==> config.mk <==
export PLATFORM = sky130hd
export DESIGN_NAME = accel_tilt_angle_unit_flat
export DESIGN_NICKNAME = d
export VERILOG_FILES = /design/src/rtl/atu_pkg.sv /design/src/rtl/atu_if.sv /design/src/rtl/accel_tilt_angle_unit.sv /design/src/rtl/atu_isqrt.sv /design/src/rtl/atu_cordic.sv /design/src/flat_wrapper.sv
export VERILOG_INCLUDE_DIRS = /design/src /design/src/rtl
export SDC_FILE = /design/constraint.sdc
export NUM_CORES = 2
export LEC_CHECK = 0
export ABC_AREA = 1
export ABC_CLOCK_PERIOD_IN_PS = 8700
export BUFFER_PORTS_ARGS = -buffer_cell sky130_fd_sc_hd__buf_4
export CAP_MARGIN = 40
export CELL_PAD_IN_SITES_DETAIL_PLACEMENT = 0
export CELL_PAD_IN_SITES_GLOBAL_PLACEMENT = 1
export CORE_MARGIN = 3
export CORE_UTILIZATION = 45
export CTS_BUF_LIST = sky130_fd_sc_hd__clkbuf_16
export CTS_CLUSTER_DIAMETER = 50
export DETAILED_ROUTE_END_ITERATION = 8
export PLACE_DENSITY_LB_ADDON = 0.25
export SYNTH_ARGS = -nofsm -noshare
export SYNTH_HDL_FRONTEND = slang
export SYNTH_SLANG_ARGS = --single-unit
==> constraint.sdc <==
create_clock -name clock -period 8.7 [get_ports clock]
set_input_delay 0.435 -clock clock [delete_from_list [all_inputs] [get_ports clock]]
set_output_delay 0.435 -clock clock [all_outputs]
set_load 0.02 [all_outputs]
==> src/rtl/accel_tilt_angle_unit_assert.svh <==
// Assertion macros for the tilt angle unit RTL.
`ifndef ACCEL_TILT_ANGLE_UNIT_ASSERT_SVH
`define ACCEL_TILT_ANGLE_UNIT_ASSERT_SVH

// Property must hold in the same cycle as the trigger.
`define ATU_ASSERT_NOW(label, clk, rst, trig, prop) \
   label: assert property (@(posedge clk) disable iff (rst) (trig) |-> (prop)) \
      else $error("tilt angle unit: assertion failed");

// Property must hold in the cycle after the trigger.
`define ATU_ASSERT_NEXT(label, clk, rst, trig, prop) \
   label: assert property (@(posedge clk) disable iff (rst) (trig) |=> (prop)) \
      else $error("tilt angle unit: assertion failed");

`endif

==> src/rtl/atu_pkg.sv <==
`timescale 1ns / 1ps
`default_nettype none
package atu_pkg;

   typedef enum logic [1:0] {
      FUNC_ASIN  = 2'd0,
      FUNC_ATAN2 = 2'd1,
      FUNC_TILT  = 2'd2,
      FUNC_NONE  = 2'd3
   } func_type;

   localparam logic [1:0] AXIS_X = 2'd0;
   localparam logic [1:0] AXIS_Y = 2'd1;
   localparam logic [1:0] AXIS_Z = 2'd2;

   localparam int ANG_FRAC = 20;
   localparam int ANG_W    = 28;
   localparam int CORD_W   = 44;
   localparam int Z_W      = 30;

   localparam logic [ANG_W-1:0] ANG_90  = 28'd94371840;
   localparam logic [ANG_W-1:0] ANG_180 = 28'd188743680;

   localparam logic [CORD_W-1:0] NORM_COARSE = 44'h001_0000_0000;
   localparam logic [CORD_W-1:0] NORM_LIMIT  = 44'h100_0000_0000;

   localparam logic [15:0] COUNTS_PER_G_RESET = 16'd16384;

   // atan(2^-i) in degrees, 20 fraction bits
   function automatic logic [25:0] atan_deg(input logic [4:0] idx);
      logic [25:0] r;
      case (idx)
         5'd0:  r = 26'd47185920;
         5'd1:  r = 26'd27855475;
         5'd2:  r = 26'd14718068;
         5'd3:  r = 26'd7471121;
         5'd4:  r = 26'd3750058;
         5'd5:  r = 26'd1876857;
         5'd6:  r = 26'd938658;
         5'd7:  r = 26'd469357;
         5'd8:  r = 26'd234682;
         5'd9:  r = 26'd117342;
         5'd10: r = 26'd58671;
         5'd11: r = 26'd29335;
         5'd12: r = 26'd14668;
         5'd13: r = 26'd7334;
         5'd14: r = 26'd3667;
         5'd15: r = 26'd1833;
         5'd16: r = 26'd917;
         5'd17: r = 26'd458;
         5'd18: r = 26'd229;
         5'd19: r = 26'd115;
         5'd20: r = 26'd57;
         5'd21: r = 26'd29;
         5'd22: r = 26'd14;
         5'd23: r = 26'd7;
         5'd24: r = 26'd4;
         5'd25: r = 26'd2;
         5'd26: r = 26'd1;
         default: r = 26'd0;
      endcase
      return r;
   endfunction

endpackage
`default_nettype wire

==> src/rtl/atu_if.sv <==
`timescale 1ns / 1ps
`default_nettype none
interface atu_req_if #(parameter int SAMPLE_BITS = 16);
   logic                          valid;
   logic                          ready;
   logic [1:0]                    func;
   logic [1:0]                    first_axis;
   logic [1:0]                    second_axis;
   logic signed [SAMPLE_BITS-1:0] accel_x;
   logic signed [SAMPLE_BITS-1:0] accel_y;
   logic signed [SAMPLE_BITS-1:0] accel_z;

   modport source (output valid, func, first_axis, second_axis, accel_x, accel_y, accel_z,
                   input ready);
   modport sink (input valid, func, first_axis, second_axis, accel_x, accel_y, accel_z,
                 output ready);
endinterface

interface atu_rsp_if;
   logic              valid;
   logic              ready;
   logic signed [8:0] angle_deg;
   logic              degenerate;

   modport source (output valid, angle_deg, degenerate, input ready);
   modport sink (input valid, angle_deg, degenerate, output ready);
endinterface
`default_nettype wire

==> src/rtl/accel_tilt_angle_unit.sv <==
`timescale 1ns / 1ps
`default_nettype none
// Channel     Dir  Handshake      Payload
// req_chan    in   valid/ready    func, first_axis, second_axis, accel_x/y/z
// rsp_chan    out  valid/ready    angle_deg, degenerate
// csr_*       in   csr_we         csr_wdata = counts_per_g
//
// One request at a time; ready is high only while the sequencer is idle.
// From accept to result, atan2 goes from dispatch straight to the CORDIC;
// asin and tilt first square, sum and take the square root. The CORDIC
// normalizes its operands, then rotates, stopping early once y is zero.
// A saturated asin, a zero operand or func 3 skips ahead to the result.
// Reset is synchronous; counts_per_g returns to 16384. A held result stalls
// the sequencer in its last state until the output register is free.
module accel_tilt_angle_unit #(
   parameter int SAMPLE_BITS  = 16,
   parameter int CORDIC_STEPS = 20
) (
   input  wire logic  clock,
   input  wire logic  reset,
   atu_req_if.sink    req_chan,
   atu_rsp_if.source  rsp_chan,
   input  wire logic  csr_we,
   input  wire logic [15:0] csr_wdata
);
`include "accel_tilt_angle_unit_assert.svh"

   localparam int S     = SAMPLE_BITS;
   localparam int MW    = (S > 16) ? S : 16;
   localparam int RAD_W = 2 * MW + 16;
   localparam int OPW   = RAD_W / 2;
   localparam int AW    = atu_pkg::ANG_W;

   typedef enum logic [8:0] {
      ST_IDLE     = 9'b000000001,
      ST_DISPATCH = 9'b000000010,
      ST_SQ1      = 9'b000000100,
      ST_SQ2      = 9'b000001000,
      ST_SUM      = 9'b000010000,
      ST_ROOT     = 9'b000100000,
      ST_ASTART   = 9'b001000000,
      ST_ANG      = 9'b010000000,
      ST_FIN      = 9'b100000000
   } state_type;

   state_type              state_ff, state_in;
   logic [15:0]            cpg_ff;
   atu_pkg::func_type      func_ff, func_in;
   logic [1:0]             ax1_ff, ax1_in, ax2_ff, ax2_in;
   logic [2:0][S-1:0]      mag_ff, mag_in;
   logic [2:0]             neg_ff, neg_in;
   logic [2*MW-1:0]        sum_ff, sum_in, sq_ff, sq_in, product;
   logic [MW-1:0]          mul_op;
   logic [OPW-1:0]         ym_ff, ym_in, xm_ff, xm_in;
   logic                   yneg_ff, yneg_in, xneg_ff, xneg_in, flag_ff, flag_in;
   logic [AW-1:0]          ang_ff, ang_in, fin_mag;
   logic [15:0]            cpg_eff;
   logic [1:0]             o1, o2;
   logic [S-1:0]           a_mag;
   logic [RAD_W-1:0]       radicand;
   logic                   sqrt_start, sqrt_done, cord_start, cord_done;
   logic [OPW-1:0]         root;
   logic [AW-1:0]          cord_angle;
   logic [7:0]             deg;
   logic                   rsp_valid_ff, rsp_valid_in, rsp_flag_ff, rsp_flag_in;
   logic signed [8:0]      rsp_angle_ff, rsp_angle_in;
   logic [2:0][S-1:0]      raw;
   logic                   req_fire;

   assign req_chan.ready = (state_ff == ST_IDLE);
   assign req_fire       = req_chan.valid && req_chan.ready;
   assign raw            = {req_chan.accel_z, req_chan.accel_y, req_chan.accel_x};

   // sensitivity of zero counts as one
   assign cpg_eff = (cpg_ff == 16'd0) ? 16'd1 : cpg_ff;
   // the two axes other than the tilt axis
   assign o1      = (ax1_ff == atu_pkg::AXIS_X) ? atu_pkg::AXIS_Y : atu_pkg::AXIS_X;
   assign o2      = (ax1_ff == atu_pkg::AXIS_Z) ? atu_pkg::AXIS_Y : atu_pkg::AXIS_Z;
   assign a_mag   = mag_ff[ax1_ff];

   // shared squarer: the operand changes with the step
   always_comb begin
      if (state_ff == ST_SQ1) begin
         mul_op = (func_ff == atu_pkg::FUNC_ASIN) ? MW'(cpg_eff) : MW'(mag_ff[o1]);
      end else begin
         mul_op = (func_ff == atu_pkg::FUNC_ASIN) ? MW'(a_mag) : MW'(mag_ff[o2]);
      end
      product = mul_op * mul_op;
   end

   // radicand: (c^2 - a^2) or (p^2 + q^2), scaled by 2^16
   assign radicand   = (func_ff == atu_pkg::FUNC_ASIN) ? {sum_ff - sq_ff, 16'd0}
                                                       : {sum_ff + sq_ff, 16'd0};
   assign sqrt_start = (state_ff == ST_SUM);
   assign cord_start = (state_ff == ST_ASTART) && (ym_ff != '0) && (xm_ff != '0);

   atu_isqrt #(.RAD_W(RAD_W)) u_isqrt (
      .clock    (clock),
      .reset    (reset),
      .start    (sqrt_start),
      .radicand (radicand),
      .done     (sqrt_done),
      .root     (root)
   );

   atu_cordic #(.OPW(OPW), .STEPS(CORDIC_STEPS)) u_cordic (
      .clock  (clock),
      .reset  (reset),
      .start  (cord_start),
      .y_mag  (ym_ff),
      .x_mag  (xm_ff),
      .done   (cord_done),
      .angle  (cord_angle)
   );

   // quadrant fold, truncate to whole degrees, apply sign
   assign fin_mag      = xneg_ff ? (atu_pkg::ANG_180 - ang_ff) : ang_ff;
   assign deg          = fin_mag[atu_pkg::ANG_FRAC +: 8];

   always_comb begin
      state_in     = state_ff;
      func_in      = func_ff;
      ax1_in       = ax1_ff;
      ax2_in       = ax2_ff;
      mag_in       = mag_ff;
      neg_in       = neg_ff;
      sum_in       = sum_ff;
      sq_in        = sq_ff;
      ym_in        = ym_ff;
      xm_in        = xm_ff;
      yneg_in      = yneg_ff;
      xneg_in      = xneg_ff;
      flag_in      = flag_ff;
      ang_in       = ang_ff;
      rsp_valid_in = rsp_valid_ff && !rsp_chan.ready;
      rsp_angle_in = rsp_angle_ff;
      rsp_flag_in  = rsp_flag_ff;
      case (state_ff)
         ST_IDLE: begin
            if (req_fire) begin
               func_in = atu_pkg::func_type'(req_chan.func);
               // axis code 3 selects Z
               ax1_in  = (req_chan.first_axis == 2'd3) ? atu_pkg::AXIS_Z
                                                       : req_chan.first_axis;
               ax2_in  = (req_chan.second_axis == 2'd3) ? atu_pkg::AXIS_Z
                                                        : req_chan.second_axis;
               for (int k = 0; k < 3; k++) begin
                  neg_in[k] = raw[k][S-1];
                  mag_in[k] = raw[k][S-1] ? S'(0) - raw[k] : raw[k];
               end
               flag_in  = 1'b0;
               xneg_in  = 1'b0;
               yneg_in  = 1'b0;
               state_in = ST_DISPATCH;
            end
         end
         ST_DISPATCH: begin
            case (func_ff)
               atu_pkg::FUNC_ASIN: begin
                  if (MW'(a_mag) > MW'(cpg_eff)) begin
                     // beyond 1 g: saturate
                     ang_in   = atu_pkg::ANG_90;
                     yneg_in  = neg_ff[ax1_ff];
                     flag_in  = 1'b1;
                     state_in = ST_FIN;
                  end else begin
                     state_in = ST_SQ1;
                  end
               end
               atu_pkg::FUNC_ATAN2: begin
                  ym_in    = OPW'(a_mag);
                  yneg_in  = neg_ff[ax1_ff];
                  xm_in    = OPW'(mag_ff[ax2_ff]);
                  xneg_in  = neg_ff[ax2_ff];
                  state_in = ST_ASTART;
               end
               atu_pkg::FUNC_TILT: state_in = ST_SQ1;
               default: begin
                  ang_in   = '0;
                  state_in = ST_FIN;
               end
            endcase
         end
         ST_SQ1: begin
            sq_in    = product;
            state_in = ST_SQ2;
         end
         ST_SQ2: begin
            sum_in   = sq_ff;
            sq_in    = product;
            state_in = ST_SUM;
         end
         ST_SUM: state_in = ST_ROOT;
         ST_ROOT: begin
            if (sqrt_done) begin
               if (func_ff == atu_pkg::FUNC_TILT && ax1_ff == atu_pkg::AXIS_Z) begin
                  // atan(hypot(x,y)/|z|), sign of z applied afterwards
                  ym_in   = root;
                  xm_in   = OPW'(mag_ff[2]) << 8;
               end else begin
                  ym_in   = OPW'(a_mag) << 8;
                  xm_in   = root;
               end
               yneg_in  = neg_ff[ax1_ff];
               xneg_in  = 1'b0;
               state_in = ST_ASTART;
            end
         end
         ST_ASTART: begin
            if (ym_ff == '0 && xm_ff == '0) begin
               ang_in   = '0;
               xneg_in  = 1'b0;
               flag_in  = 1'b1;
               state_in = ST_FIN;
            end else if (xm_ff == '0) begin
               ang_in   = atu_pkg::ANG_90;
               state_in = ST_FIN;
            end else if (ym_ff == '0) begin
               ang_in   = '0;
               state_in = ST_FIN;
            end else begin
               state_in = ST_ANG;
            end
         end
         ST_ANG: begin
            if (cord_done) begin
               ang_in   = cord_angle;
               state_in = ST_FIN;
            end
         end
         ST_FIN: begin
            // hold until the output register frees up
            if (!rsp_valid_ff || rsp_chan.ready) begin
               rsp_valid_in = 1'b1;
               rsp_angle_in = yneg_ff ? 9'sd0 - $signed({1'b0, deg})
                                      : $signed({1'b0, deg});
               rsp_flag_in  = flag_ff;
               state_in     = ST_IDLE;
            end
         end
         default: state_in = ST_IDLE;
      endcase
   end

   always_ff @(posedge clock) begin
      if (reset) begin
         state_ff     <= ST_IDLE;
         rsp_valid_ff <= 1'b0;
         cpg_ff       <= atu_pkg::COUNTS_PER_G_RESET;
      end else begin
         state_ff     <= state_in;
         rsp_valid_ff <= rsp_valid_in;
         if (csr_we) begin
            cpg_ff <= csr_wdata;
         end
      end
      func_ff      <= func_in;
      ax1_ff       <= ax1_in;
      ax2_ff       <= ax2_in;
      mag_ff       <= mag_in;
      neg_ff       <= neg_in;
      sum_ff       <= sum_in;
      sq_ff        <= sq_in;
      ym_ff        <= ym_in;
      xm_ff        <= xm_in;
      yneg_ff      <= yneg_in;
      xneg_ff      <= xneg_in;
      flag_ff      <= flag_in;
      ang_ff       <= ang_in;
      rsp_angle_ff <= rsp_angle_in;
      rsp_flag_ff  <= rsp_flag_in;
   end

   assign rsp_chan.valid      = rsp_valid_ff;
   assign rsp_chan.angle_deg  = rsp_angle_ff;
   assign rsp_chan.degenerate = rsp_flag_ff;

   `ATU_ASSERT_NEXT(a_fire_dispatch, clock, reset, req_fire, state_ff == ST_DISPATCH)
   `ATU_ASSERT_NOW(a_rsp_from_fin, clock, reset, $rose(rsp_valid_ff), $past(state_ff == ST_FIN))
   `ATU_ASSERT_NOW(a_angle_range, clock, reset, rsp_valid_ff,
                   rsp_angle_ff >= -9'sd180 && rsp_angle_ff <= 9'sd180)
   `ATU_ASSERT_NOW(a_cord_done_wait, clock, reset, cord_done, state_ff == ST_ANG)
endmodule
`default_nettype wire

==> src/rtl/atu_isqrt.sv <==
`timescale 1ns / 1ps
`default_nettype none
// Floor square root, one result bit per cycle.
module atu_isqrt #(
   parameter int RAD_W = 48
) (
   input  wire logic               clock,
   input  wire logic               reset,
   input  wire logic               start,
   input  wire logic [RAD_W-1:0]   radicand,
   output logic                    done,
   output logic [RAD_W/2-1:0]      root
);
   logic [RAD_W-1:0] v_ff, v_in, res_ff, res_in, bit_ff, bit_in, trial;
   logic             busy_ff, busy_in, done_ff, done_in;

   always_comb begin
      trial   = res_ff + bit_ff;
      v_in    = v_ff;
      res_in  = res_ff;
      bit_in  = bit_ff;
      busy_in = busy_ff;
      done_in = 1'b0;
      if (start) begin
         v_in    = radicand;
         res_in  = '0;
         bit_in  = {2'b01, {(RAD_W-2){1'b0}}};
         busy_in = 1'b1;
      end else if (busy_ff) begin
         if (v_ff >= trial) begin
            v_in   = v_ff - trial;
            res_in = (res_ff >> 1) + bit_ff;
         end else begin
            res_in = res_ff >> 1;
         end
         bit_in = bit_ff >> 2;
         if (bit_ff[0]) begin
            busy_in = 1'b0;
            done_in = 1'b1;
         end
      end
   end

   always_ff @(posedge clock) begin
      if (reset) begin
         busy_ff <= 1'b0;
         done_ff <= 1'b0;
      end else begin
         busy_ff <= busy_in;
         done_ff <= done_in;
      end
      v_ff   <= v_in;
      res_ff <= res_in;
      bit_ff <= bit_in;
   end

   assign done = done_ff;
   assign root = res_ff[RAD_W/2-1:0];
endmodule
`default_nettype wire

==> src/rtl/atu_cordic.sv <==
`timescale 1ns / 1ps
`default_nettype none
// Vectoring CORDIC in the first quadrant; operands must both be nonzero.
module atu_cordic #(
   parameter int OPW   = 24,
   parameter int STEPS = 20
) (
   input  wire logic                       clock,
   input  wire logic                       reset,
   input  wire logic                       start,
   input  wire logic [OPW-1:0]             y_mag,
   input  wire logic [OPW-1:0]             x_mag,
   output logic                            done,
   output logic [atu_pkg::ANG_W-1:0]       angle
);
   localparam int CW = $clog2(STEPS + 1);

   typedef enum logic [2:0] {
      CS_IDLE = 3'b001,
      CS_NORM = 3'b010,
      CS_ITER = 3'b100
   } cstate_type;

   cstate_type                           state_ff, state_in;
   logic signed [atu_pkg::CORD_W-1:0]    x_ff, x_in, y_ff, y_in, dx, dy;
   logic signed [atu_pkg::Z_W-1:0]       z_ff, z_in, tab;
   logic [CW-1:0]                        cnt_ff, cnt_in;
   logic [4:0]                           idx;
   logic [atu_pkg::CORD_W-1:0]           mx;
   logic                                 done_ff, done_in;

   always_comb begin
      idx      = 5'(cnt_ff);
      dx       = y_ff >>> idx;
      dy       = x_ff >>> idx;
      tab      = atu_pkg::Z_W'(atu_pkg::atan_deg(idx));
      mx       = (x_ff > y_ff) ? x_ff : y_ff;
      state_in = state_ff;
      x_in     = x_ff;
      y_in     = y_ff;
      z_in     = z_ff;
      cnt_in   = cnt_ff;
      done_in  = 1'b0;
      case (state_ff)
         CS_IDLE: begin
            if (start) begin
               x_in     = atu_pkg::CORD_W'(x_mag);
               y_in     = atu_pkg::CORD_W'(y_mag);
               z_in     = '0;
               cnt_in   = '0;
               state_in = CS_NORM;
            end
         end
         CS_NORM: begin
            // coarse step first while far below the limit
            if (mx < atu_pkg::NORM_COARSE) begin
               x_in = x_ff <<< 8;
               y_in = y_ff <<< 8;
            end else if (mx < atu_pkg::NORM_LIMIT) begin
               x_in = x_ff <<< 1;
               y_in = y_ff <<< 1;
            end else begin
               state_in = CS_ITER;
            end
         end
         CS_ITER: begin
            if (cnt_ff == CW'(STEPS) || y_ff == '0) begin
               done_in  = 1'b1;
               state_in = CS_IDLE;
            end else begin
               if (y_ff > 0) begin
                  x_in = x_ff + dx;
                  y_in = y_ff - dy;
                  z_in = z_ff + tab;
               end else begin
                  x_in = x_ff - dx;
                  y_in = y_ff + dy;
                  z_in = z_ff - tab;
               end
               cnt_in = cnt_ff + 1'b1;
            end
         end
         default: state_in = CS_IDLE;
      endcase
   end

   always_ff @(posedge clock) begin
      if (reset) begin
         state_ff <= CS_IDLE;
         done_ff  <= 1'b0;
      end else begin
         state_ff <= state_in;
         done_ff  <= done_in;
      end
      x_ff   <= x_in;
      y_ff   <= y_in;
      z_ff   <= z_in;
      cnt_ff <= cnt_in;
   end

   // clamp to [0, 90] degrees
   always_comb begin
      if (z_ff < 0) begin
         angle = '0;
      end else if (z_ff > atu_pkg::Z_W'(atu_pkg::ANG_90)) begin
         angle = atu_pkg::ANG_90;
      end else begin
         angle = atu_pkg::ANG_W'(z_ff);
      end
   end

   assign done = done_ff;
endmodule
`default_nettype wire

==> src/flat_wrapper.sv <==
// flat-port wrapper written by rule: the top's interface ports become plain ports
module accel_tilt_angle_unit_flat 
#(
   parameter int SAMPLE_BITS  = 16,
   parameter int CORDIC_STEPS = 20
)
  (clock, reset, csr_we, csr_wdata, req_chan_valid, req_chan_func, req_chan_first_axis, req_chan_second_axis, req_chan_accel_x, req_chan_accel_y, req_chan_accel_z, req_chan_ready, rsp_chan_valid, rsp_chan_angle_deg, rsp_chan_degenerate, rsp_chan_ready);
  atu_req_if #(.SAMPLE_BITS(SAMPLE_BITS)) req_chan_i ();
  atu_rsp_if rsp_chan_i ();
  input  wire logic clock;
  input  wire logic reset;
  input  wire logic csr_we;
  input  wire logic [15:0] csr_wdata;
  input wire logic [$bits(req_chan_i.valid)-1:0] req_chan_valid;
  input wire logic [$bits(req_chan_i.func)-1:0] req_chan_func;
  input wire logic [$bits(req_chan_i.first_axis)-1:0] req_chan_first_axis;
  input wire logic [$bits(req_chan_i.second_axis)-1:0] req_chan_second_axis;
  input wire logic [$bits(req_chan_i.accel_x)-1:0] req_chan_accel_x;
  input wire logic [$bits(req_chan_i.accel_y)-1:0] req_chan_accel_y;
  input wire logic [$bits(req_chan_i.accel_z)-1:0] req_chan_accel_z;
  output wire logic [$bits(req_chan_i.ready)-1:0] req_chan_ready;
  output wire logic [$bits(rsp_chan_i.valid)-1:0] rsp_chan_valid;
  output wire logic [$bits(rsp_chan_i.angle_deg)-1:0] rsp_chan_angle_deg;
  output wire logic [$bits(rsp_chan_i.degenerate)-1:0] rsp_chan_degenerate;
  input wire logic [$bits(rsp_chan_i.ready)-1:0] rsp_chan_ready;
  assign req_chan_i.valid = req_chan_valid;
  assign req_chan_i.func = req_chan_func;
  assign req_chan_i.first_axis = req_chan_first_axis;
  assign req_chan_i.second_axis = req_chan_second_axis;
  assign req_chan_i.accel_x = req_chan_accel_x;
  assign req_chan_i.accel_y = req_chan_accel_y;
  assign req_chan_i.accel_z = req_chan_accel_z;
  assign req_chan_ready = req_chan_i.ready;
  assign rsp_chan_valid = rsp_chan_i.valid;
  assign rsp_chan_angle_deg = rsp_chan_i.angle_deg;
  assign rsp_chan_degenerate = rsp_chan_i.degenerate;
  assign rsp_chan_i.ready = rsp_chan_ready;
  accel_tilt_angle_unit #(.SAMPLE_BITS(SAMPLE_BITS), .CORDIC_STEPS(CORDIC_STEPS)) u_core (.clock(clock), .reset(reset), .req_chan(req_chan_i), .rsp_chan(rsp_chan_i), .csr_we(csr_we), .csr_wdata(csr_wdata));
endmodule
==> flow_metrics.tcl <==
set metrics [dict create \
    synth_top_area_cell "edfxtp_1" \
    h-tree-depth 3 \
    drt_iter0_drc 5788 \
    hold_viol 0 \
    core_sq_um 126000 \
    cts_tree "built" \
    drc_errors 0 \
    ys_warn_count 0 \
    grt_setup_unrepaired "false" \
    report.final.slew_viol_count 0 \
    fin_worst_skew_ns 0.0660 \
    fp-row-count 130 \
    regToRegStartpoint "u_core.ax1_ff[1]" \
    cts_num_sinks 509 \
    worst_slew_pin_slew_ns 0.956 \
    synth-edff-count 379 \
    syn_nets 9169 \
    max_stage_delay_ns 0.69 \
    cp_num_buf_inv 6 \
    place_congestion 0.979 \
    layout-drive-gt1-share_pct 5.28 \
    yosysSeqAreaShare_pct 24.4 \
    syn_to_final_growth_pct 9.48 \
    ys.flop_type "edfxtp_1" \
    worstPathRequired_ns 9.15 \
    netlist_top_cells_area "edfxtp_1 (20%), nand2_1 (13%), ha_1 (9.2%)" \
    clk_pin_slew_worst_paths_ns 0.05 \
    timing.rr.end "u_core.sq_ff[22]" \
    dieArea_sq_um 132000 \
    cp.depth 25 \
    hold_class "primary input to flop" \
    grt_use_total_pct 32.4 \
    reg2reg_depth 25 \
    grt_pass1_vias 55900 \
    ys_types 73 \
    start_util_pct 45.5 \
    root_buffer "clkbuf_16" \
    dr.pass1.iters 8 \
    cp-endpoint "u_core.sq_ff[22]" \
    crit_top_cell "fa_1" \
    clkLatencyLatePin_ns 0.72 \
    synth_area_per_cell_sq_um 6.73 \
    ys_ff_latch 509 \
    finalSetupViolCount 0 \
    start_kind "flop" \
    io_buffers 86 \
    routed_via_density 5.73 \
    grt_max_degree 85 \
    wl_per_cell_um 21.2 \
    final_nets 9165 \
    rrSetupSlack_ns 0.94 \
    ant_nets 0 \
    crit_fanout 15 \
    grt_overflow 0 \
    die_h_um 363 \
    max_slew_margin_pct 36.3 \
    grt_first_pass_wirelength_mm 332 \
    max_freq_ghz 0.129 \
    synth_top_area_share_pct 19.9 \
    arrival_ns 8.21 \
    status "complete, no violations" \
    num_vias 58600 \
    antenna_found_initial 4 \
    critPathLaunch "u_core.ax1_ff[1]" \
    finalWirelength_mm 217 \
    cp-end-kind "flop" \
    fillerInstances 13200 \
    worstSetupPathType "flop to flop" \
    drv_cap 0 \
    clk_path_buf_depth 3 \
    netlist_instances 8505 \
    finalCritPeriodShare_pct 89.2 \
    die_w_um 363 \
    dpl.hpwl_mm 174 \
    period_needed_ns 7.76 \
    syn_area_sq_um 57200 \
    async_flop_share_pct 0 \
    path_delay_family "adder cells" \
    io_pins 87 \
    cts_buffers 90 \
    setup_tns_ns 0 \
    cpMaxStageDelayCell "o21ai_0" \
]
[state kept, by name, indices dropped and copies added (netlist names), 16 cells and up]
signal                 flops
u_core.u_cordic.z_ff      30
u_core.mag_ff             48
u_core.ym_ff              24
u_core.xm_ff              24
u_core.u_cordic.y_ff      44
u_core.cpg_ff             16
u_core.u_isqrt.bit_ff     24
u_core.ang_ff             28
u_core.u_cordic.tab       26
u_core.sum_ff             31
u_core.sq_ff              31
u_core.u_isqrt.res_ff     48
u_core.u_isqrt.v_ff       48
u_core.u_cordic.x_ff      44
[worst min-delay path by stage]
stage | from | to | cells past startpoint
3_5_place_dp | u_core.sq_ff[2] | u_core.sum_ff[2] | 0
5_1_grt | req_chan_accel_y[13] | u_core.mag_ff[29] | 2
3_3_place_gp | u_core.sq_ff[13] | u_core.sum_ff[13] | 0
6_report | csr_we | u_core.cpg_ff[14] | 2
4_1_cts | csr_we | u_core.cpg_ff[14] | 2
2_1_floorplan | u_core.flag_ff | u_core.rsp_chan.degenerate | 0
[cells in the final DEF, fill, tap and decap left out, drive strengths merged, types with 73 or more instances in the layout]
cell type and n:
a21oi 662, a31oi 107, buf 172, clkbuf 93
dfxtp 130, edfxtp 379, fa 168, ha 421
inv 1219, nand2 1949, nand3 899, nand4 73
nor2 793, nor3 98, o21ai 602, xnor2 111
xor2 218
[cell usage after synthesis (16+ instances only)]
library cell and number:
nor4_1 55, buf_1 33, o21ai_1 31, nor3_1 96, buf_2 83, o31ai_1 19, inv_2 17, dfxtp_1 130
a22oi_1 16, fa_1 168, nand2_1 1936, nor2_1 775, ha_1 421, nand4_1 72, o21ai_0 567, edfxtp_1 379
o21bai_1 24, o21a_1 44, or2_2 37, a31oi_1 106, clkbuf_1 146, xor2_1 218, xnor2_1 111, a21oi_1 662
o211ai_1 64, nand3_1 896, inv_1 1174, a21o_1 25
[timing repair]
action | 4_1_cts | 5_1_grt
endpoints found under the hold margin | 11 | 0
gates resized for setup | 0 | 0
hold buffers | 11 | 0
buffers inserted | 0 | 0
[layer usage]
layer / share of wire [%] / track usage, % / vias up
li1: - / - / 28500
met1: 43 / 42.9 / 27500
met2: 46 / 52.7 / 2190
met3: 6.0 / 3.82 / 463
met4: 5.2 / 14.9 / 2
met5: 0.0051 / 0 / -
[per-stage QoR]
step / hold WS, ns / worst slack, ns / utilization [%] / instances / area [sq um]
final: 0.0568 / 0.939 / 49.8 / 10200 / 62700
after global routing: 0.0330 / 0.366 / 49.8 / 10200 / 62700
after CTS: 0.00306 / 1.01 / 49.8 / 10200 / 62600
after detailed placement: 0.478 / 1.04 / 47.2 / 10000 / 59400
after global placement: 0.472 / 0.763 / 47.2 / 10000 / 59400
after floorplan: 0.400 / 1.35 / - / 8505 / 57200
[logic make-up after synthesis]
group                      after synthesis  synth area share (%)
DFF                                    509                  24.4
buffers and inverters                 1478                  10.1
adders and majority gates              589                  15.1
other                                    1               0.00655
AOI/OAI and AO/OA                     1648                  16.0
and+or+nand+nor                       3951                  29.4
xor gates and xnor gates               329                  5.03
[layout make-up]
class | count | area, sq um | share of cell area [%]
diodes | 1 | 2.50 | 0.00399
clock buffers | 93 | 2330 | 3.71
clock inverters | 76 | 779 | 1.24
inverters | 1199 | 4510 | 7.19
multi-input cells | 6518 | 37600 | 59.9
flip-flops and latches | 509 | 14000 | 22.3
well taps | 1650 | 2060 | 3.29
repair buffers | 183 | 1440 | 2.30
Power is not shown: default switching activity piles up to over one toggle a cycle in this logic, so the estimate is an artifact.
